==> src/lagrange_cubic_interpolator_defines.svh <==
// Assertion macros used by the interpolator's top level.
`ifndef LAGRANGE_CUBIC_INTERPOLATOR_DEFINES_SVH
`define LAGRANGE_CUBIC_INTERPOLATOR_DEFINES_SVH

// Same-cycle implication, sampled on clk, quiet while rst_n is low.
`define LCI_ASSERT_NOW(label, ante, cons) \
    label: assert property (@(posedge clk) disable iff (!rst_n) (ante) |-> (cons)) \
        else $error("lci: same-cycle check failed");

// Next-cycle implication, sampled on clk, quiet while rst_n is low.
`define LCI_ASSERT_NEXT(label, ante, cons) \
    label: assert property (@(posedge clk) disable iff (!rst_n) (ante) |=> (cons)) \
        else $error("lci: next-cycle check failed");

`endif

==> src/lci_pkg.sv <==
// Shared types, codes and constants of the Lagrange interpolator.
package lci_pkg;

    localparam int NUM_NODES  = 6;
    localparam int WIN_SIZE   = 4;
    localparam int NODE_IDX_W = 3;
    localparam int VAL_W      = 24;

    localparam logic CMD_LOAD = 1'b0;
    localparam logic CMD_EVAL = 1'b1;

    localparam logic [1:0] ST_OK         = 2'd0;
    localparam logic [1:0] ST_COINCIDENT = 2'd1;
    localparam logic [1:0] ST_SATURATED  = 2'd2;

    localparam logic [39:0] WEIGHT_CAP = 40'hFF_FFFF_FFFF;

    typedef struct packed {
        logic                    command;
        logic [NODE_IDX_W-1:0]   node_index;
        logic signed [VAL_W-1:0] node_x;
        logic signed [VAL_W-1:0] node_y;
        logic signed [VAL_W-1:0] query_x;
    } in_item_t;

    typedef struct packed {
        logic signed [VAL_W-1:0] result_value;
        logic [1:0]              window_first;
        logic [1:0]              status;
    } out_item_t;

    typedef enum logic [4:0] {
        OP_NONE, OP_LOAD, OP_START, OP_SCAN, OP_FIRST, OP_WIN, OP_DIFF,
        OP_MUL01, OP_RND, OP_MULL, OP_MULH, OP_ACCH, OP_SAVE,
        OP_DIVINIT, OP_DIVSTEP, OP_TSET, OP_TERM, OP_RESULT
    } dp_op_t;

    typedef enum logic [1:0] {
        SRC_NUM, SRC_DEN, SRC_TERM
    } src_t;

    typedef struct packed {
        dp_op_t                op;
        src_t                  src;
        logic [1:0]            k;
        logic [NODE_IDX_W-1:0] node_sel;
        logic [1:0]            widx;
        logic                  d_shift;
    } dp_cmd_t;

    typedef struct packed {
        logic coincident;
        logic div_skip;
    } dp_stat_t;

    function automatic logic signed [VAL_W-1:0] reset_x(input int i);
        logic signed [VAL_W-1:0] v;
        case (i)
            0: v = 24'sd26214;
            1: v = 24'sd36045;
            2: v = 24'sd42598;
            3: v = 24'sd52429;
            4: v = 24'sd58982;
            5: v = 24'sd68813;
            default: v = '0;
        endcase
        return v;
    endfunction

    function automatic logic signed [VAL_W-1:0] reset_y(input int i);
        logic signed [VAL_W-1:0] v;
        case (i)
            0: v = 24'sd26919;
            1: v = 24'sd37890;
            2: v = 24'sd45662;
            3: v = 24'sd58203;
            4: v = 24'sd67274;
            5: v = 24'sd82170;
            default: v = '0;
        endcase
        return v;
    endfunction

endpackage

==> src/lci_ctrl.sv <==
// Sequencing state machine of the interpolator.
module lci_ctrl
    import lci_pkg::*;
#(
    parameter int NUM_NODES = lci_pkg::NUM_NODES
) (
    input  logic     clk,
    input  logic     rst_n,
    input  logic     in_valid,
    input  logic     in_command,
    output logic     in_ready,
    output logic     out_valid,
    input  logic     out_ready,
    input  dp_stat_t stat,
    output dp_cmd_t  cmd
);

    typedef enum logic [4:0] {
        S_IDLE, S_SCAN, S_FIRST, S_WIN, S_DIFF, S_CHK,
        S_MUL01, S_RND, S_MULL, S_MULH, S_ACCH, S_SAVE,
        S_DIVINIT, S_DIVCHK, S_DIVSTEP, S_TSET, S_TERM, S_RESULT
    } state_t;

    localparam int DIV_STEPS = 40;

    state_t     state_reg, state_next;
    src_t       ph_reg, ph_next;
    logic [5:0] cnt_reg, cnt_next;
    logic [1:0] k_reg, k_next;
    logic       out_valid_reg, out_valid_next;
    logic       accept;

    assign in_ready  = (state_reg == S_IDLE) && (!out_valid_reg || out_ready);
    assign out_valid = out_valid_reg;
    assign accept    = in_valid && in_ready;

    always_comb
    begin
        state_next     = state_reg;
        ph_next        = ph_reg;
        cnt_next       = cnt_reg;
        k_next         = k_reg;
        out_valid_next = out_valid_reg && !out_ready;
        cmd            = '{op: OP_NONE, src: ph_reg, k: k_reg,
                           node_sel: cnt_reg[NODE_IDX_W-1:0], widx: cnt_reg[1:0],
                           d_shift: (cnt_reg < 6'd7)};
        case (state_reg)
            S_IDLE:
            begin
                if (accept)
                begin
                    if (in_command == CMD_LOAD)
                    begin
                        cmd.op         = OP_LOAD;
                        out_valid_next = 1'b1;
                    end
                    else
                    begin
                        cmd.op     = OP_START;
                        cnt_next   = '0;
                        state_next = S_SCAN;
                    end
                end
            end
            S_SCAN:
            begin
                cmd.op = OP_SCAN;
                if (cnt_reg == 6'(NUM_NODES - 1))
                begin
                    state_next = S_FIRST;
                end
                else
                begin
                    cnt_next = cnt_reg + 6'd1;
                end
            end
            S_FIRST:
            begin
                cmd.op     = OP_FIRST;
                cnt_next   = '0;
                state_next = S_WIN;
            end
            S_WIN:
            begin
                cmd.op = OP_WIN;
                if (cnt_reg == 6'(WIN_SIZE - 1))
                begin
                    state_next = S_DIFF;
                end
                else
                begin
                    cnt_next = cnt_reg + 6'd1;
                end
            end
            S_DIFF:
            begin
                cmd.op     = OP_DIFF;
                state_next = S_CHK;
            end
            S_CHK:
            begin
                if (stat.coincident)
                begin
                    state_next = S_RESULT;
                end
                else
                begin
                    k_next     = '0;
                    ph_next    = SRC_NUM;
                    state_next = S_MUL01;
                end
            end
            S_MUL01:
            begin
                cmd.op     = OP_MUL01;
                state_next = S_RND;
            end
            S_RND:
            begin
                cmd.op     = OP_RND;
                state_next = S_MULL;
            end
            S_MULL:
            begin
                cmd.op     = OP_MULL;
                state_next = S_MULH;
            end
            S_MULH:
            begin
                cmd.op     = OP_MULH;
                state_next = S_ACCH;
            end
            S_ACCH:
            begin
                cmd.op     = OP_ACCH;
                state_next = (ph_reg == SRC_TERM) ? S_TERM : S_SAVE;
            end
            S_SAVE:
            begin
                cmd.op = OP_SAVE;
                if (ph_reg == SRC_NUM)
                begin
                    ph_next    = SRC_DEN;
                    state_next = S_MUL01;
                end
                else
                begin
                    state_next = S_DIVINIT;
                end
            end
            S_DIVINIT:
            begin
                cmd.op     = OP_DIVINIT;
                cnt_next   = '0;
                state_next = S_DIVCHK;
            end
            S_DIVCHK:
            begin
                state_next = stat.div_skip ? S_TSET : S_DIVSTEP;
            end
            S_DIVSTEP:
            begin
                cmd.op = OP_DIVSTEP;
                if (cnt_reg == 6'(DIV_STEPS - 1))
                begin
                    state_next = S_TSET;
                end
                else
                begin
                    cnt_next = cnt_reg + 6'd1;
                end
            end
            S_TSET:
            begin
                cmd.op     = OP_TSET;
                ph_next    = SRC_TERM;
                state_next = S_MULL;
            end
            S_TERM:
            begin
                cmd.op = OP_TERM;
                if (k_reg == 2'(WIN_SIZE - 1))
                begin
                    state_next = S_RESULT;
                end
                else
                begin
                    k_next     = k_reg + 2'd1;
                    ph_next    = SRC_NUM;
                    state_next = S_MUL01;
                end
            end
            S_RESULT:
            begin
                cmd.op         = OP_RESULT;
                out_valid_next = 1'b1;
                state_next     = S_IDLE;
            end
            default:
            begin
                state_next = S_IDLE;
            end
        endcase
    end

    always_ff @(posedge clk or negedge rst_n)
    begin
        if (!rst_n)
        begin
            state_reg     <= S_IDLE;
            ph_reg        <= SRC_NUM;
            cnt_reg       <= '0;
            k_reg         <= '0;
            out_valid_reg <= 1'b0;
        end
        else
        begin
            state_reg     <= state_next;
            ph_reg        <= ph_next;
            cnt_reg       <= cnt_next;
            k_reg         <= k_next;
            out_valid_reg <= out_valid_next;
        end
    end

endmodule

==> config.mk <==
export PLATFORM = sky130hd
export DESIGN_NAME = lci_ctrl
export DESIGN_NICKNAME = d
export VERILOG_FILES = /design/src/lagrange_cubic_interpolator_defines.svh /design/src/lci_pkg.sv /design/src/lci_ctrl.sv
export SDC_FILE = /design/constraint.sdc
export NUM_CORES = 1
export LEC_CHECK = 0
export ABC_AREA = 1
export BUFFER_PORTS_ARGS = -buffer_cell sky130_fd_sc_hd__buf_2
export CORE_MARGIN = 5
export CORE_UTILIZATION = 50
export DETAILED_ROUTE_END_ITERATION = 10
export PLACE_DENSITY = 0.72
export REMOVE_ABC_BUFFERS = 1
export SYNTH_ARGS = -nofsm -noshare
export SYNTH_HDL_FRONTEND = slang
export SYNTH_SLANG_ARGS = --single-unit
export TNS_END_PERCENT = 100
==> constraint.sdc <==
create_clock -name clk -period 1.9 [get_ports clk]
set_clock_uncertainty 0.05 [all_clocks]
set_input_delay 0.285 -clock clk [delete_from_list [all_inputs] [get_ports clk]]
set_output_delay 0.285 -clock clk [all_outputs]
set_load 0.02 [all_outputs]
## Word-level counts from Yosys, hierarchy flattened

Index checks and enable logic that the tools add are counted.

| word-level totals | value |
|---|---|
| output and inout port bits | 17 |
| bits in registers | 16 |
| logic and storage cells | 87 |
| bits of input ports | 7 |

| operators by class | value |
|---|---|
| reduce and logical (&&, ||, !) cells | 17 |
| $lt $le $gt $ge | 1 |
| multiplexer cells | 29 |
| add/subtract/negate cells | 2 |
| equal/unequal tests | 33 |

Operators by type and width:

| cell | count |
|---|---|
| $pmux W5 S16 | 2 |
| $eq A5 B4 Y1 const B | 8 |
| $mux W5 | 8 |
| $mux W6 | 5 |
| $pmux W6 S5 | 1 |
| $ne A2 B2 Y1 const B | 11 |
| $eq A5 B3 Y1 const B | 4 |
| $mux W2 | 6 |
| $eq A5 B2 Y1 const B | 2 |
| $eq A5 B5 Y1 const B | 2 |
| $pmux W2 S4 | 1 |
| $add A6 B1 Y6 const B | 1 |
| $eq A6 B2 Y1 const B | 1 |
| $eq A6 B3 Y1 const B | 1 |
| $eq A6 B6 Y1 const B | 1 |
| $lt A6 B3 Y1 const B | 1 |
| $reduce_and A6 Y1 | 1 |
| $eq A5 B1 Y1 const B | 1 |
| $logic_not A5 Y1 | 1 |
| $reduce_and A5 Y1 | 1 |
| $reduce_bool A5 Y1 | 1 |
| $eq A2 B2 Y1 const B | 2 |
| $mux W4 | 1 |
| $pmux W2 S2 | 1 |
| other kinds (12) | 18 |

## Logic depth before layout (Yosys ltp)

| depth | value |
|---|---|
| depth after elaboration | 6 |
| depth in mapped cells | 10 |
| gate-level depth less buffers | 10 |

## Worst setup path after synthesis

OpenSTA, ideal clock, no wires.

| path | value |
|---|---|
| kind | reg2out |
| start point | register state_reg[0] |
| end point | output cmd[10] (netlist bit) |
| cell stages (with the launch flop) | 8 |
| buffers on the path | 0 |
| path slack | 0.249 ns |
| arrival | 1.316 ns |
| data required time | 1.565 ns |
| path through | dfrtp_1 nor2_4 nand2_2 nor2_2 inv_1 nor3_2 nand2_1 nand4_1 |

RTL lines:

| item | line | text |
|---|---|---|
| from (decl) | lci_ctrl.sv:26 | `state_t state_reg, state_next;` |
| from (signal assigned) | lci_ctrl.sv:218 | `state_reg <= state_next;` |
| to (decl) | lci_ctrl.sv:15 | `output dp_cmd_t cmd` |

==> qor.yml <==
synth:
  synth_top_cell_by_area: "sky130_fd_sc_hd__dfrtp_1"
  syn_avg_cell_area_um2: 6.73
  ff_latch_count_synth: 16
  synth_seq_area_share: 0.284
  ys_top_cells_by_area: "sky130_fd_sc_hd__dfrtp_1 (28%), sky130_fd_sc_hd__nand2_1 (17%), sky130_fd_sc_hd__inv_1 (7.7%), sky130_fd_sc_hd__nor2_1 (6.7%), sky130_fd_sc_hd__nand3_4 (5.0%)"
  syn_inst: 209
  syn-cell-area_um2: 1410
  netlist.area_leader.share: 0.284
  yosys_warns: 0
  synth_cell_types: 31
sta:
  grt_setup_unrepaired: "true"
  final_period_minus_worst_setup_slack_ps: 1920
  minimum_setup_slack_in_the_final_design_ps: -17.6
  hold-worst-slack_ps: 256
  drv_slew: 0
  slew_headroom: 0.711
  worstMarginPinSlew_ps: 431
  setup_violations: 1
  timing.setup.tns_ps: -17.6
  timing.final.hold_violations: 0
  maxClockFrequency_mhz: 521
  final.period_utilization: 1.01
setup_path:
  worst_ep_arrival_time_ps: 1580
  path_class: "flip-flop to output port"
  worstRegToRegCells: 10
  ff2ff_setup_slack_ps: 230
  worstPathMaxFanout: 5
  timing.rr.start: "state_reg[4]"
  worstSetupStartpoint: "state_reg[2]"
  required_time_worst_endpoint_ps: 1560
  kind_of_start_point_of_the_critical_path: "flip-flop"
  cp-end-kind: "output port"
grt:
  groute.usage.overall: 0.192
  grt.overflow.total: 0
  grt_pass1_wl_um: 6200
  grt_pass1_vias: 1387
  grt_max_degree: 17
  number_of_antenna_violations_at_the_first_check_in_global_routing: 0
floorplan:
  core_footprint_um2: 2730
  start_util: 0.515
  io_pins: 24
  die_width_um: 63.1
  die_area_um2: 3980
  row_count: 19
  die_height_um: 63.1
worst_hold_path:
  whs_path_depth: 5
  hold_path_startpoint: "stat[0]"
  type_of_the_tightest_min_delay_check: "input pin to flip-flop"
place:
  finalWeightedCongestion: 0.959
  port_buffers: 23
  dpl_worst_slack_ps: 174
  dp_hpwl_um: 2700
  place.detailed.instances: 263
  post_dp_cell_area_um2: 1560
cells_and_area:
  fin_util: 0.658
  syn_to_final_growth_pct: 27.8
  instances_no_fill: 282
  nNetsFinal: 262
  fillCellCount: 240
  n_antenna_cell: 0
  most_frequent_standard_cell_in_the_layout_excluding_fill_and_tap_cells: "sky130_fd_sc_hd__nand2_1"
  finish.instance_area_um2: 1800
  largest_reg_flops: 6
  final_cell_mix: "sky130_fd_sc_hd__nand2_1 (58), sky130_fd_sc_hd__inv_1 (26), sky130_fd_sc_hd__nor2_1 (22)"
  drive_above_1_share: 0.363
pwr:
  ir_drop_uv: 1440
  powerDensity_nw_per_um2: 1920
  power_leakage_nw: 1.02
  post-layout-total-power_mw: 3.46
detailed_routing:
  first_pass_iters: 4
  wl_um: 3660
  post_drt_via_cell_ratio: 5.08
  drc_errors: 0
  routed_wire_length_per_instance_um: 13.0
  num_vias: 1432
  first_iter_violations: 78
  detail-route-antenna-nets: 0
clock_network:
  root_buffer: "sky130_fd_sc_hd__clkbuf_4"
  cts-htree-levels: 1
  cts_inserted_buffers: 3
  tritoncts: "built"
  clk-insertion-delay-late_ps: 300
  path_clk_slew_ps: 100
  cts-root-to-sink-buffers: 2
  clock_sink_count: 16
job:
  max-cap-violations: 0
status:
  violations_in_the_final_reports: "setup timing"
  status: "finished with violations"
## per-layer routing
layer,wire (um),global-route usage,part of all wire,vias up
met4,114,0.109,0.031,0
met1,1540,0.237,0.42,635
met3,234,0.0284,0.064,9
met2,1780,0.315,0.48,55
met5,0,0,0,-
li1,-,-,-,733
## cell usage after synthesis (all sizes together)
cell,instances
nand2,71
inv,34
nor2,34
dfrtp,16
nand3,15
o21ai,8
buf,5
nor3,5
nand4,4
a21oi,3
ha,3
xor2,3
and2,1
nand3b,1
o2111ai,1
o211ai,1
o22ai,1
o31ai,1
or2,1
xnor2,1
## layout make-up
class / count / area, um2 / area share
Tap cell: 31 / 38.8 / 0.0216
Multi-Input combinational cell: 154 / 893 / 0.497
Inverter: 34 / 128 / 0.0709
Timing Repair Buffer: 43 / 300 / 0.167
Clock buffer: 4 / 36.3 / 0.0202
Sequential cell: 16 / 403 / 0.224
## where the power goes
| part | switching (mW) | internal, mW | leakage [nW] |
|---|---|---|---|
| sequential | 0.155 | 0.477 | 0.207 |
| clock | 0.120 | 0.117 | 0.0210 |
| combinational | 1.53 | 1.07 | 0.791 |
## kinds of logic after synthesis
logic type               synth area share
buffers and inverters               0.117
flip-flops                          0.284
AO/OA/AOI/OAI                      0.0667
adder cells (fa/ha/maj)            0.0267
AND/OR/NAND/NOR                     0.480
XOR/XNOR                           0.0249
## worst max-delay path, stage by stage, from the launching register on
cell,delay (ps)
sky130_fd_sc_hd__dfrtp_2,450
sky130_fd_sc_hd__inv_1,90
sky130_fd_sc_hd__nand2_2,80
sky130_fd_sc_hd__inv_1,80
sky130_fd_sc_hd__nand2_1,90
sky130_fd_sc_hd__o21ai_0,80
sky130_fd_sc_hd__nor2_1,120
sky130_fd_sc_hd__nand4_1,110
sky130_fd_sc_hd__buf_4,170
## worst paths after layout
kind	end
max in group asynchronous	state_reg[2]
min in group asynchronous	ph_reg[1]
worst max-delay path	cmd[10]
worst min register to register	k_reg[0]
worst max register to register	ph_reg[1]
worst min-delay path	state_reg[0]
## what timing repair did
item                                   CTS  global route
pin swaps                                6             4
endpoints found under the hold margin   16             0
setup endpoints to repair                4             4
hold buffers                             1             0
gates resized for setup                 20             6
cloned                                   0             0
buffers inserted                         9             5
No activity file was read; power rests on OpenSTA's default activity.
