File: src/lagrange_cubic_interpolator_defines.svh
// Assertion macros used by the interpolator's top level.
`ifndef LAGRANGE_CUBIC_INTERPOLATOR_DEFINES_SVH
`define LAGRANGE_CUBIC_INTERPOLATOR_DEFINES_SVH

// Same-cycle implication, sampled on clk, quiet while rst_n is low.
`define LCI_ASSERT_NOW(label, ante, cons) \
    label: assert property (@(posedge clk) disable iff (!rst_n) (ante) |-> (cons)) \
        else $error("lci: same-cycle check failed");

// Next-cycle implication, sampled on clk, quiet while rst_n is low.
`define LCI_ASSERT_NEXT(label, ante, cons) \
    label: assert property (@(posedge clk) disable iff (!rst_n) (ante) |=> (cons)) \
        else $error("lci: next-cycle check failed");

`endif

File: src/lci_pkg.sv
// Shared types, codes and constants of the Lagrange interpolator.
package lci_pkg;

    localparam int NUM_NODES  = 6;
    localparam int WIN_SIZE   = 4;
    localparam int NODE_IDX_W = 3;
    localparam int VAL_W      = 24;

    localparam logic CMD_LOAD = 1'b0;
    localparam logic CMD_EVAL = 1'b1;

    localparam logic [1:0] ST_OK         = 2'd0;
    localparam logic [1:0] ST_COINCIDENT = 2'd1;
    localparam logic [1:0] ST_SATURATED  = 2'd2;

    localparam logic [39:0] WEIGHT_CAP = 40'hFF_FFFF_FFFF;

    typedef struct packed {
        logic                    command;
        logic [NODE_IDX_W-1:0]   node_index;
        logic signed [VAL_W-1:0] node_x;
        logic signed [VAL_W-1:0] node_y;
        logic signed [VAL_W-1:0] query_x;
    } in_item_t;

    typedef struct packed {
        logic signed [VAL_W-1:0] result_value;
        logic [1:0]              window_first;
        logic [1:0]              status;
    } out_item_t;

    typedef enum logic [4:0] {
        OP_NONE, OP_LOAD, OP_START, OP_SCAN, OP_FIRST, OP_WIN, OP_DIFF,
        OP_MUL01, OP_RND, OP_MULL, OP_MULH, OP_ACCH, OP_SAVE,
        OP_DIVINIT, OP_DIVSTEP, OP_TSET, OP_TERM, OP_RESULT
    } dp_op_t;

    typedef enum logic [1:0] {
        SRC_NUM, SRC_DEN, SRC_TERM
    } src_t;

    typedef struct packed {
        dp_op_t                op;
        src_t                  src;
        logic [1:0]            k;
        logic [NODE_IDX_W-1:0] node_sel;
        logic [1:0]            widx;
        logic                  d_shift;
    } dp_cmd_t;

    typedef struct packed {
        logic coincident;
        logic div_skip;
    } dp_stat_t;

    function automatic logic signed [VAL_W-1:0] reset_x(input int i);
        logic signed [VAL_W-1:0] v;
        case (i)
            0: v = 24'sd26214;
            1: v = 24'sd36045;
            2: v = 24'sd42598;
            3: v = 24'sd52429;
            4: v = 24'sd58982;
            5: v = 24'sd68813;
            default: v = '0;
        endcase
        return v;
    endfunction

    function automatic logic signed [VAL_W-1:0] reset_y(input int i);
        logic signed [VAL_W-1:0] v;
        case (i)
            0: v = 24'sd26919;
            1: v = 24'sd37890;
            2: v = 24'sd45662;
            3: v = 24'sd58203;
            4: v = 24'sd67274;
            5: v = 24'sd82170;
            default: v = '0;
        endcase
        return v;
    endfunction

endpackage

File: src/lci_datapath.sv
// Node table, shared multiplier, restoring divider and accumulator.
module lci_datapath
    import lci_pkg::*;
#(
    parameter int NUM_NODES = lci_pkg::NUM_NODES
) (
    input  logic      clk,
    input  logic      rst_n,
    input  dp_cmd_t   cmd,
    input  in_item_t  in_item,
    output dp_stat_t  stat,
    output out_item_t out_item
);

    logic signed [VAL_W-1:0] x_reg [NUM_NODES];
    logic signed [VAL_W-1:0] y_reg [NUM_NODES];

    logic signed [VAL_W-1:0] q_reg;
    logic [NODE_IDX_W-1:0]   station_reg;
    logic [NODE_IDX_W-1:0]   first_reg;
    logic signed [VAL_W-1:0] wx_reg [WIN_SIZE];
    logic signed [VAL_W-1:0] wy_reg [WIN_SIZE];
    logic signed [VAL_W:0]   qd_reg [WIN_SIZE];
    logic signed [VAL_W:0]   dd_reg [6];
    logic                    coin_reg;
    logic [47:0]             p_reg;
    logic [39:0]             t_reg;
    logic [63:0]             acc_reg;
    logic [63:0]             num_reg;
    logic [63:0]             den_reg;
    logic [71:0]             r_reg;
    logic [71:0]             dv_reg;
    logic [39:0]             w_reg;
    logic                    skip_reg;
    logic signed [35:0]      sum_reg;
    logic                    sat_reg;
    out_item_t               res_reg;

    logic [VAL_W-1:0] qmag [WIN_SIZE];
    logic [VAL_W-1:0] dmag [6];
    logic [VAL_W-1:0] fac  [3];
    logic [VAL_W-1:0] ymag;
    logic [VAL_W-1:0] mul_a, mul_b;
    logic             neg_k;
    logic             ge;
    logic [71:0]      r_sub;
    logic [64:0]      t_round;
    logic [NODE_IDX_W-1:0] win_addr;

    function automatic logic [VAL_W-1:0] mag25(input logic signed [VAL_W:0] v);
        logic [VAL_W:0] a;
        a = v[VAL_W] ? -v : v;
        return a[VAL_W-1:0];
    endfunction

    function automatic logic [2:0] pair_idx(input logic [1:0] a, input logic [1:0] b);
        logic [2:0] p;
        case ({a, b})
            4'b0001: p = 3'd0;
            4'b0010: p = 3'd1;
            4'b0011: p = 3'd2;
            4'b0110: p = 3'd3;
            4'b0111: p = 3'd4;
            4'b1011: p = 3'd5;
            default: p = 3'd0;
        endcase
        return p;
    endfunction

    assign win_addr = first_reg + NODE_IDX_W'(cmd.widx);
    assign stat     = '{coincident: coin_reg, div_skip: skip_reg};
    assign out_item = res_reg;
    assign ge       = r_reg >= dv_reg;
    assign r_sub    = ge ? (r_reg - dv_reg) : r_reg;
    assign t_round  = {1'b0, acc_reg} + 65'h0_8000_0000;

    // Factors of the current window node: the three others in ascending order, plus its y magnitude and term sign.
    always_comb
    begin
        logic [1:0] j;
        for (int i = 0; i < WIN_SIZE; i++)
        begin
            qmag[i] = mag25(qd_reg[i]);
        end
        for (int i = 0; i < 6; i++)
        begin
            dmag[i] = mag25(dd_reg[i]);
        end
        for (int f = 0; f < 3; f++)
        begin
            j = (2'(f) < cmd.k) ? 2'(f) : 2'(f + 1);
            if (cmd.src == SRC_DEN)
            begin
                fac[f] = (j < cmd.k) ? dmag[pair_idx(j, cmd.k)] : dmag[pair_idx(cmd.k, j)];
            end
            else
            begin
                fac[f] = qmag[j];
            end
        end
        ymag  = mag25({wy_reg[cmd.k][VAL_W-1], wy_reg[cmd.k]});
        neg_k = wy_reg[cmd.k][VAL_W-1];
        for (int i = 0; i < WIN_SIZE; i++)
        begin
            if (2'(i) != cmd.k)
            begin
                neg_k = neg_k ^ qd_reg[i][VAL_W];
                if (2'(i) > cmd.k)
                begin
                    neg_k = neg_k ^ dd_reg[pair_idx(cmd.k, 2'(i))][VAL_W];
                end
                else
                begin
                    neg_k = neg_k ^ !dd_reg[pair_idx(2'(i), cmd.k)][VAL_W];
                end
            end
        end
    end

    always_comb
    begin
        mul_a = '0;
        mul_b = '0;
        case (cmd.op)
            OP_MUL01:
            begin
                mul_a = fac[0];
                mul_b = fac[1];
            end
            OP_MULL:
            begin
                mul_a = t_reg[23:0];
                mul_b = (cmd.src == SRC_TERM) ? ymag : fac[2];
            end
            OP_MULH:
            begin
                mul_a = {8'b0, t_reg[39:24]};
                mul_b = (cmd.src == SRC_TERM) ? ymag : fac[2];
            end
            default:
            begin
                mul_a = '0;
            end
        endcase
    end

    always_ff @(posedge clk or negedge rst_n)
    begin
        if (!rst_n)
        begin
            for (int i = 0; i < NUM_NODES; i++)
            begin
                x_reg[i] <= reset_x(i);
                y_reg[i] <= reset_y(i);
            end
        end
        else if (cmd.op == OP_LOAD && in_item.node_index < NODE_IDX_W'(NUM_NODES))
        begin
            x_reg[in_item.node_index] <= in_item.node_x;
            y_reg[in_item.node_index] <= in_item.node_y;
        end
    end

    always_ff @(posedge clk)
    begin
        if (cmd.op == OP_MUL01 || cmd.op == OP_MULL || cmd.op == OP_MULH)
        begin
            p_reg <= mul_a * mul_b;
        end
        case (cmd.op)
            OP_LOAD:
            begin
                res_reg <= '{result_value: '0, window_first: '0, status: ST_OK};
            end
            OP_START:
            begin
                q_reg       <= in_item.query_x;
                station_reg <= '0;
            end
            OP_SCAN:
            begin
                if (q_reg > x_reg[cmd.node_sel])
                begin
                    station_reg <= cmd.node_sel;
                end
            end
            OP_FIRST:
            begin
                first_reg <= (station_reg <= NODE_IDX_W'(2)) ? '0
                             : NODE_IDX_W'(NUM_NODES - WIN_SIZE);
            end
            OP_WIN:
            begin
                wx_reg[cmd.widx] <= x_reg[win_addr];
                wy_reg[cmd.widx] <= y_reg[win_addr];
            end
            OP_DIFF:
            begin
                for (int i = 0; i < WIN_SIZE; i++)
                begin
                    qd_reg[i] <= {q_reg[VAL_W-1], q_reg} - {wx_reg[i][VAL_W-1], wx_reg[i]};
                end
                dd_reg[0] <= {wx_reg[0][VAL_W-1], wx_reg[0]} - {wx_reg[1][VAL_W-1], wx_reg[1]};
                dd_reg[1] <= {wx_reg[0][VAL_W-1], wx_reg[0]} - {wx_reg[2][VAL_W-1], wx_reg[2]};
                dd_reg[2] <= {wx_reg[0][VAL_W-1], wx_reg[0]} - {wx_reg[3][VAL_W-1], wx_reg[3]};
                dd_reg[3] <= {wx_reg[1][VAL_W-1], wx_reg[1]} - {wx_reg[2][VAL_W-1], wx_reg[2]};
                dd_reg[4] <= {wx_reg[1][VAL_W-1], wx_reg[1]} - {wx_reg[3][VAL_W-1], wx_reg[3]};
                dd_reg[5] <= {wx_reg[2][VAL_W-1], wx_reg[2]} - {wx_reg[3][VAL_W-1], wx_reg[3]};
                coin_reg  <= (wx_reg[0] == wx_reg[1]) || (wx_reg[0] == wx_reg[2])
                          || (wx_reg[0] == wx_reg[3]) || (wx_reg[1] == wx_reg[2])
                          || (wx_reg[1] == wx_reg[3]) || (wx_reg[2] == wx_reg[3]);
                sum_reg   <= '0;
                sat_reg   <= 1'b0;
            end
            OP_RND:
            begin
                t_reg <= 40'(({1'b0, p_reg} + 49'd128) >> 8);
            end
            OP_MULH:
            begin
                acc_reg <= {16'b0, p_reg};
            end
            OP_ACCH:
            begin
                acc_reg <= 64'({8'b0, acc_reg} + {p_reg, 24'b0});
            end
            OP_SAVE:
            begin
                if (cmd.src == SRC_NUM)
                begin
                    num_reg <= acc_reg;
                end
                else
                begin
                    den_reg <= acc_reg;
                end
            end
            OP_DIVINIT:
            begin
                r_reg  <= {8'b0, num_reg};
                dv_reg <= {1'b0, den_reg, 7'b0};
                if (num_reg == '0)
                begin
                    skip_reg <= 1'b1;
                    w_reg    <= '0;
                end
                else if ({8'b0, num_reg} >= {den_reg, 8'b0})
                begin
                    skip_reg <= 1'b1;
                    w_reg    <= WEIGHT_CAP;
                    if (wy_reg[cmd.k] != '0)
                    begin
                        sat_reg <= 1'b1;
                    end
                end
                else
                begin
                    skip_reg <= 1'b0;
                    w_reg    <= '0;
                end
            end
            OP_DIVSTEP:
            begin
                w_reg <= {w_reg[38:0], ge};
                if (cmd.d_shift)
                begin
                    r_reg  <= r_sub;
                    dv_reg <= dv_reg >> 1;
                end
                else
                begin
                    r_reg <= {r_sub[70:0], 1'b0};
                end
            end
            OP_TSET:
            begin
                t_reg <= w_reg;
            end
            OP_TERM:
            begin
                if (neg_k)
                begin
                    sum_reg <= sum_reg - signed'({3'b0, t_round[64:32]});
                end
                else
                begin
                    sum_reg <= sum_reg + signed'({3'b0, t_round[64:32]});
                end
            end
            OP_RESULT:
            begin
                res_reg.window_first <= first_reg[1:0];
                if (coin_reg)
                begin
                    res_reg.result_value <= '0;
                    res_reg.status       <= ST_COINCIDENT;
                end
                else if (sum_reg > 36'sd8388607)
                begin
                    res_reg.result_value <= 24'sh7FFFFF;
                    res_reg.status       <= ST_SATURATED;
                end
                else if (sum_reg < -36'sd8388608)
                begin
                    res_reg.result_value <= 24'sh800000;
                    res_reg.status       <= ST_SATURATED;
                end
                else
                begin
                    res_reg.result_value <= sum_reg[VAL_W-1:0];
                    res_reg.status       <= sat_reg ? ST_SATURATED : ST_OK;
                end
            end
            default:
            begin
                acc_reg <= acc_reg;
            end
        endcase
    end

endmodule
File: config.mk
export PLATFORM = sky130hd
export DESIGN_NAME = lci_datapath
export DESIGN_NICKNAME = d
export VERILOG_FILES = /design/src/lagrange_cubic_interpolator_defines.svh /design/src/lci_pkg.sv /design/src/lci_datapath.sv
export SDC_FILE = /design/constraint.sdc
export NUM_CORES = 2
export LEC_CHECK = 0
export CORE_MARGIN = 5
export CORE_UTILIZATION = 35
export DETAILED_ROUTE_END_ITERATION = 6
export DONT_BUFFER_PORTS = 1
export PLACE_DENSITY = 0.56
export SLEW_MARGIN = 30
export SYNTH_ARGS = -nofsm -noshare
export SYNTH_HDL_FRONTEND = slang
export SYNTH_SLANG_ARGS = --single-unit
File: constraint.sdc
create_clock -name clk -period 10.09 [get_ports clk]
set_input_delay 3.027 -clock clk [delete_from_list [all_inputs] [get_ports clk]]
set_output_delay 3.027 -clock clk [all_outputs]
set_load 0.01 [all_outputs]
Word level (Yosys, flattened, before mapping)
Memories as Yosys holds them, arrays and structs flattened.
Cells that the tools add are included.
{ "word_totals": {"n_memories": 4, "output_inout_bits": 30, "register_bits": 849, "mem_bits_rw": 442} }
{ "mem_list": {"columns": ["memory", "depth", "width", "rd", "rd_ports_with_merged_regs", "wr", "line", "rtl"], "rows": [
  ["dd_reg", 6, 25, 11, 0, 6, "lci_datapath.sv:24", "logic signed [VAL_W:0] dd_reg [6];"],
  ["qd_reg", 4, 25, 4, 0, 4, "lci_datapath.sv:23", "logic signed [VAL_W:0] qd_reg [WIN_SIZE];"],
  ["wx_reg", 4, 24, 4, 0, 1, "lci_datapath.sv:21", "logic signed [VAL_W-1:0] wx_reg [WIN_SIZE];"],
  ["wy_reg", 4, 24, 1, 0, 1, "lci_datapath.sv:22", "logic signed [VAL_W-1:0] wy_reg [WIN_SIZE];"]
]} }
{ "classes": {"n_eq_ne": 67, "reduce_logical": 32, "n_addsub": 28, "magnitude_cmp": 30, "mux": 130, "mul": 1, "bitwise": 25} }
{ "op_table": {"columns": ["op", "n"], "rows": [
  ["$mux 24", 46],
  ["$bmux 24 s3", 9],
  ["$bwmux 144", 2],
  ["$pmux 72 s2", 2],
  ["$neg 24->24", 11],
  ["$sub 24x24->25", 10],
  ["$mux 72", 3],
  ["$pmux 40 s2", 2],
  ["$bmux 24 s2", 3],
  ["$eq 24x24->1", 6],
  ["$pmux 64 s2", 1],
  ["$pmux 3 s5", 6],
  ["$mux 40", 2],
  ["$demux 24 s3", 1],
  ["$ge 64x72->1", 1],
  ["$ge 72x72->1", 1],
  ["$pmux 24 s3", 1],
  ["$pmux 36 s2", 1],
  ["$sub 72x72->72", 1],
  ["$add 64x32->65 const B", 1],
  ["$add 64x64->64", 1],
  ["$logic_not 64->1", 1],
  ["$pmux 28 s2", 1],
  ["$mux 3", 18],
  ["58 further kinds", 182]
]} }

Longest topological paths before layout
An unclocked memory read counts as a cell.
{ "depth": {"ltp_word": 23, "depth_mapped": 47, "ltp_nobuf": 42} }

Worst setup path after synthesis
No wires, ideal clock.
{ "synth_path": {"path_type": "input to register", "from": "input port cmd[6] (netlist name)", "to": "register p_reg[47] (data pin)", "arrival_ps": 12963, "n_path_buf": 3, "path_slack_ps": -3132, "t_required_ps": 9830, "stages": 41, "path_cell_list": "buf_2 -> buf_2 -> mux4_2 -> inv_1 -> ha_1 -> nand2b_1 -> nor4_1 -> nor4b_2 -> a21oi_1 -> xnor2_1 -> a21oi_1 -> o22ai_1 -> o22ai_1 -> clkbuf_1 -> nand2_1 -> fa_1 -> inv_1 -> fa_1 -> [... 5 more ...] -> inv_1 -> fa_1 -> inv_1 -> fa_1 -> ha_1 -> a21o_1 -> a21o_1 -> a21o_1 -> a21oi_1 -> nor2b_1 -> a31oi_1 -> o311a_1 -> o31a_1 -> o21ai_0 -> o31a_1 -> a221o_1 -> a21oi_1 -> xnor2_1"} }
{ "synth_between": {"elab_chain_len": 14, "word_cells_on_any_way": 100, "classes_between": "add/sub: 1; mul: 1; order compare: 6; eq/ne: 30; mux: 52; bitwise: 9; memory: 1"} }
{ "synth_lines": {"columns": ["element", "line", "rtl"], "rows": [
  ["start: declaration", "lci_datapath.sv:9", "input dp_cmd_t cmd,"],
  ["$lt 2x2->1", "lci_datapath.sv:91", "j = (2'(f) < cmd.k) ? 2'(f) : 2'(f + 1);"],
  ["$mux 1", "lci_datapath.sv:91", null],
  ["$eq 4x4->1, or another cell as far along", "lci_datapath.sv:58", "case ({a, b})"],
  ["$pmux 3 s5", "lci_datapath.sv:58", null],
  ["$mux 3", "lci_datapath.sv:92", "if (cmd.src == SRC_DEN)"],
  ["$not 3->4 (implied by the code)", "lci_datapath.sv:94", "fac[f] = (j < cmd.k) ? dmag[pair_idx(j, cmd.k)] : dmag[pair_idx(cmd.k, j)];"],
  ["$bmux 24 s3", "lci_datapath.sv:94", null],
  ["$mux 24 (implied by the code) (2 in a row)", "lci_datapath.sv:94", null],
  ["$mux 24", "lci_datapath.sv:94", null],
  ["$mux 24", "lci_datapath.sv:92", null],
  ["$mux 24", "lci_datapath.sv:133, lci_datapath.sv:138", null],
  ["$pmux 24 s2", "lci_datapath.sv:124", "case (cmd.op)"],
  ["$mul 24x24->48 *", "lci_datapath.sv:168", "p_reg <= mul_a * mul_b;"],
  ["end signal: assignment", "lci_datapath.sv:168", null],
  ["end: declaration", "lci_datapath.sv:26", "logic [47:0] p_reg;"]
]} }
Mark *: on every way between the ends. The rest lies on a longest branch, timed or not. The select of a mux whose other input is x is not followed.
A chain may end at the register's enable or synchronous reset.

Worst setup path in the final report
Ends and elaborated chain as after synthesis.

==> results by group <==
Flow run
  – Max-cap violations: 0

STA
  – Worst-margin pin slew: 1.02 ns
  – Hold Slack: 0.438 ns
  – Final Cycle Share: 113%
  – Setup Skew: 0.0987 ns
  – Peak Freq: 0.0878 GHz
  – Slew margin rel.: 31.3%
  – RSZ-0062 raised after global routing: true
  – Final Setup Violations: 27
  – Final Worst Setup Slack: -1.30 ns
  – Slew Limit Fails: 0
  – Final hold vios: 0
  – Tmin final: 11.39 ns

GRT
  – Vias in the first global route: 80,621
  – GRT Total Usage: 23.3%
  – Maximum number of pins on one net before global-route repair: 289
  – Grt ovf: 0
  – First-pass GRT wire length: 527 mm
  – Initial antenna violation count: 8

Placed design
  – Port buffer count: 0
  – DPL Wire Length: 282 mm
  – Post-DP Area: 113,000 um2
  – GP Congestion: 1.01
  – Placed Instances: 14,455

Synthesis
  – Synth Cell Area: 101,000 um2
  – Synth cell types: 104
  – Post-Syn Nets: 11,363
  – Post-synth top cells: nand2_1, inv_1, edfxtp_1
  – EDFF count, synth: 999
  – Yosys top cell area share: 29.7%
  – Area contributors post-synth: edfxtp_1, fa_1, ha_1
  – Top FF cell, synth: edfxtp_1
  – Seq/Total Area, Yosys: 37.0%
  – Synth warnings: 0
  – Most frequent cell after synthesis: nand2_1
  – #FFs+latches synth: 1,287
  – Post-Syn Instances: 10,114
  – Synth area leader: edfxtp_1
  – Syn_area_per_cell: 9.97 um2
  – Post-synth ARST share: 22.4%

Power and ir drop
  – Leakage: 0.0506 uW
  – Part of the power in registers: 44.4%
  – Int Pwr: 10,000 uW
  – NetSw: 3460 uW
  – Peak supply drop: 0.000132 V
  – Clock Power Share: 41.0%
  – Power Dens Cells: 113 nW/um2
  – Sw Share: 25.7%
  – Comb pwr share: 14.5%

Setup path
  – Reg2Reg Depth: 37
  – Crit end category: flip-flop
  – Startpoint Class: input pin
  – R2R Path End: p_reg[47]
  – Slowest stage delay, CP: 0.58 ns
  – Critical Path RT: 10.65 ns
  – Worst R2R Setup Slack: -0.56 ns
  – Worst path most repeated cell: fa_1
  – Crit path max fanout: 31
  – Critical Path Slowest Stage Cell: fa_1
  – Worst setup path class: input pin to flip-flop
  – CP arrival: 11.96 ns
  – Reg-to-reg critical path startpoint: dd_reg[4][4]

Layout
  – Post-layout util: 41.7%
  – NumNets Final: 12,148
  – Post-Layout Cell Count: 14,797
  – Fin area: 120,000 um2
  – Layout area overhead: 18.9%
  – Fillers: 27,724
  – Share of post-route cells with drive strength above 1: 19.7%
  – Max reg flops: 150

Drt
  – WL final: 358 mm
  – TritonRoute pass-1 iters: 6
  – Avg Vias per Cell: 5.41
  – DRC Markers: 0
  – Final ANT Viol Nets: 0
  – DR WL/cell: 24.2 um
  – Vias: 80,039
  – Starting DRT DRC Count: 5,800

CTS
  – Clock sink count: 1,287
  – Root buffer cell: clkbuf_16
  – Bufs on Longest Clock Path: 4
  – CTS H-Tree Depth: 4
  – Worst-skew pair later-pin latency: 0.86 ns
  – Reg clk slew, reported paths: 0.06 ns
  – CTS buffer count: 152
  – Hold_buf cts: 0
  – CTS tree: done

Floorplanning
  – Die area: 299,000 um2
  – Initial Util: 35.1%
  – Core Footprint: 287,000 um2
  – Row count: 197
  – Die Width: 547 um
  – Die H: 547 um
  – Io pins: 123

Hold path
  – Hold_sp: acc_reg[15]
  – Hold depth: 0
  – Hold Path Class: flip-flop to flip-flop
  – Endpoint, Worst Hold: den_reg[15]

Run status
  – Failing checks: setup timing
  – Outcome: finished, violations left
[cell usage in the layout (no fill, tap or decap), drive strengths merged, types with 290 or more instances in the layout]
cell type,count
xnor2,376
o21ai,578
a21oi,556
edfxtp,999
nor2,687
buf,1053
fa,495
ha,661
xor2,290
mux2,347
inv,1018
nand2,1146
[layout make-up]
class,count,area (um2),share of cell area [%]
Antenna cell,5,12.5,0.0104
Clock buffer,202,4270,3.56
Clock inverter,64,692,0.577
Inverter,1015,3820,3.19
Multi-Input combinational cell,7387,59800,49.9
Sequential cell,1287,37300,31.1
Tap cell,3781,4730,3.95
Timing Repair Buffer,1056,9210,7.68
[power by group through the flow]
stage	logic (uW)	registers [uW]	clock network (uW)
CTS	1940	5990	5670
detailed placement	1900	6100	0
global placement	1870	6090	0
floorplan	1300	6060	0
global route	2130	6010	5890
finish	1960	6000	5540
[worst max-delay path: cells and delay by family]
kind	cells	cell delay, ns
AO/OA/AOI/OAI	14	2.59
AND/OR/NAND/NOR	6	0.94
buffers and inverters	7	0.75
adder cells (fa/ha/maj)	8	3.78
multiplexers	1	0.53
XOR/XNOR	2	0.29
[what timing repair did]
| action | CTS | global route |
|---|---|---|
| pin swaps | 89 | 147 |
| cloned | 5 | 2 |
| setup endpoints to repair | 33 | 34 |
| gates resized for setup | 100 | 175 |
| buffers inserted | 39 | 31 |
| hold endpoints to repair | 0 | 0 |
[worst max path at each step]
stage	from	endpoint	slack, ns
final	cmd[6]	p_reg[47]	-1.30
after CTS	cmd[6]	p_reg[47]	-1.33
after detailed placement	cmd[6]	p_reg[46]	-2.46
after global routing	cmd[6]	p_reg[47]	-1.53
after global placement	cmd[6]	p_reg[46]	-2.45
after floorplan	cmd[6]	p_reg[47]	-1.70
[cell families after synthesis]
kind of cell             share of synthesized area (%)
AND/OR/NAND/NOR                                   13.0
flip-flops                                        37.0
adder cells (fa/ha/maj)                           18.0
multiplexers                                      7.23
other                                          0.00372
AO/OA/AOI/OAI                                     13.5
buffers and inverters                             5.44
XOR/XNOR                                          5.81
[metal layers]
| layer | share of wire (%) | GRT usage, % | routed length [um] | vias to the layer above |
|---|---|---|---|---|
| met5 | 0.0047 | 0 | 17 | - |
| met4 | 4.8 | 9.49 | 17100 | 2 |
| met3 | 4.7 | 2.62 | 16700 | 525 |
| met2 | 47 | 38.6 | 169000 | 2134 |
| met1 | 43 | 31.0 | 155000 | 40177 |
| li1 | - | - | - | 37201 |
[metrics by stage]
step	TNS (ns)	power [uW]	setup WS, ns
2_1_floorplan	-28.33	7350	-1.70
3_3_place_gp	-58.45	7960	-2.45
3_5_place_dp	-59.16	8000	-2.46
4_1_cts	-20.76	13600	-1.33
5_1_grt	-24.47	14000	-1.53
6_report	-18.32	13500	-1.30
Note: power is estimated with default switching activity, not from simulation.
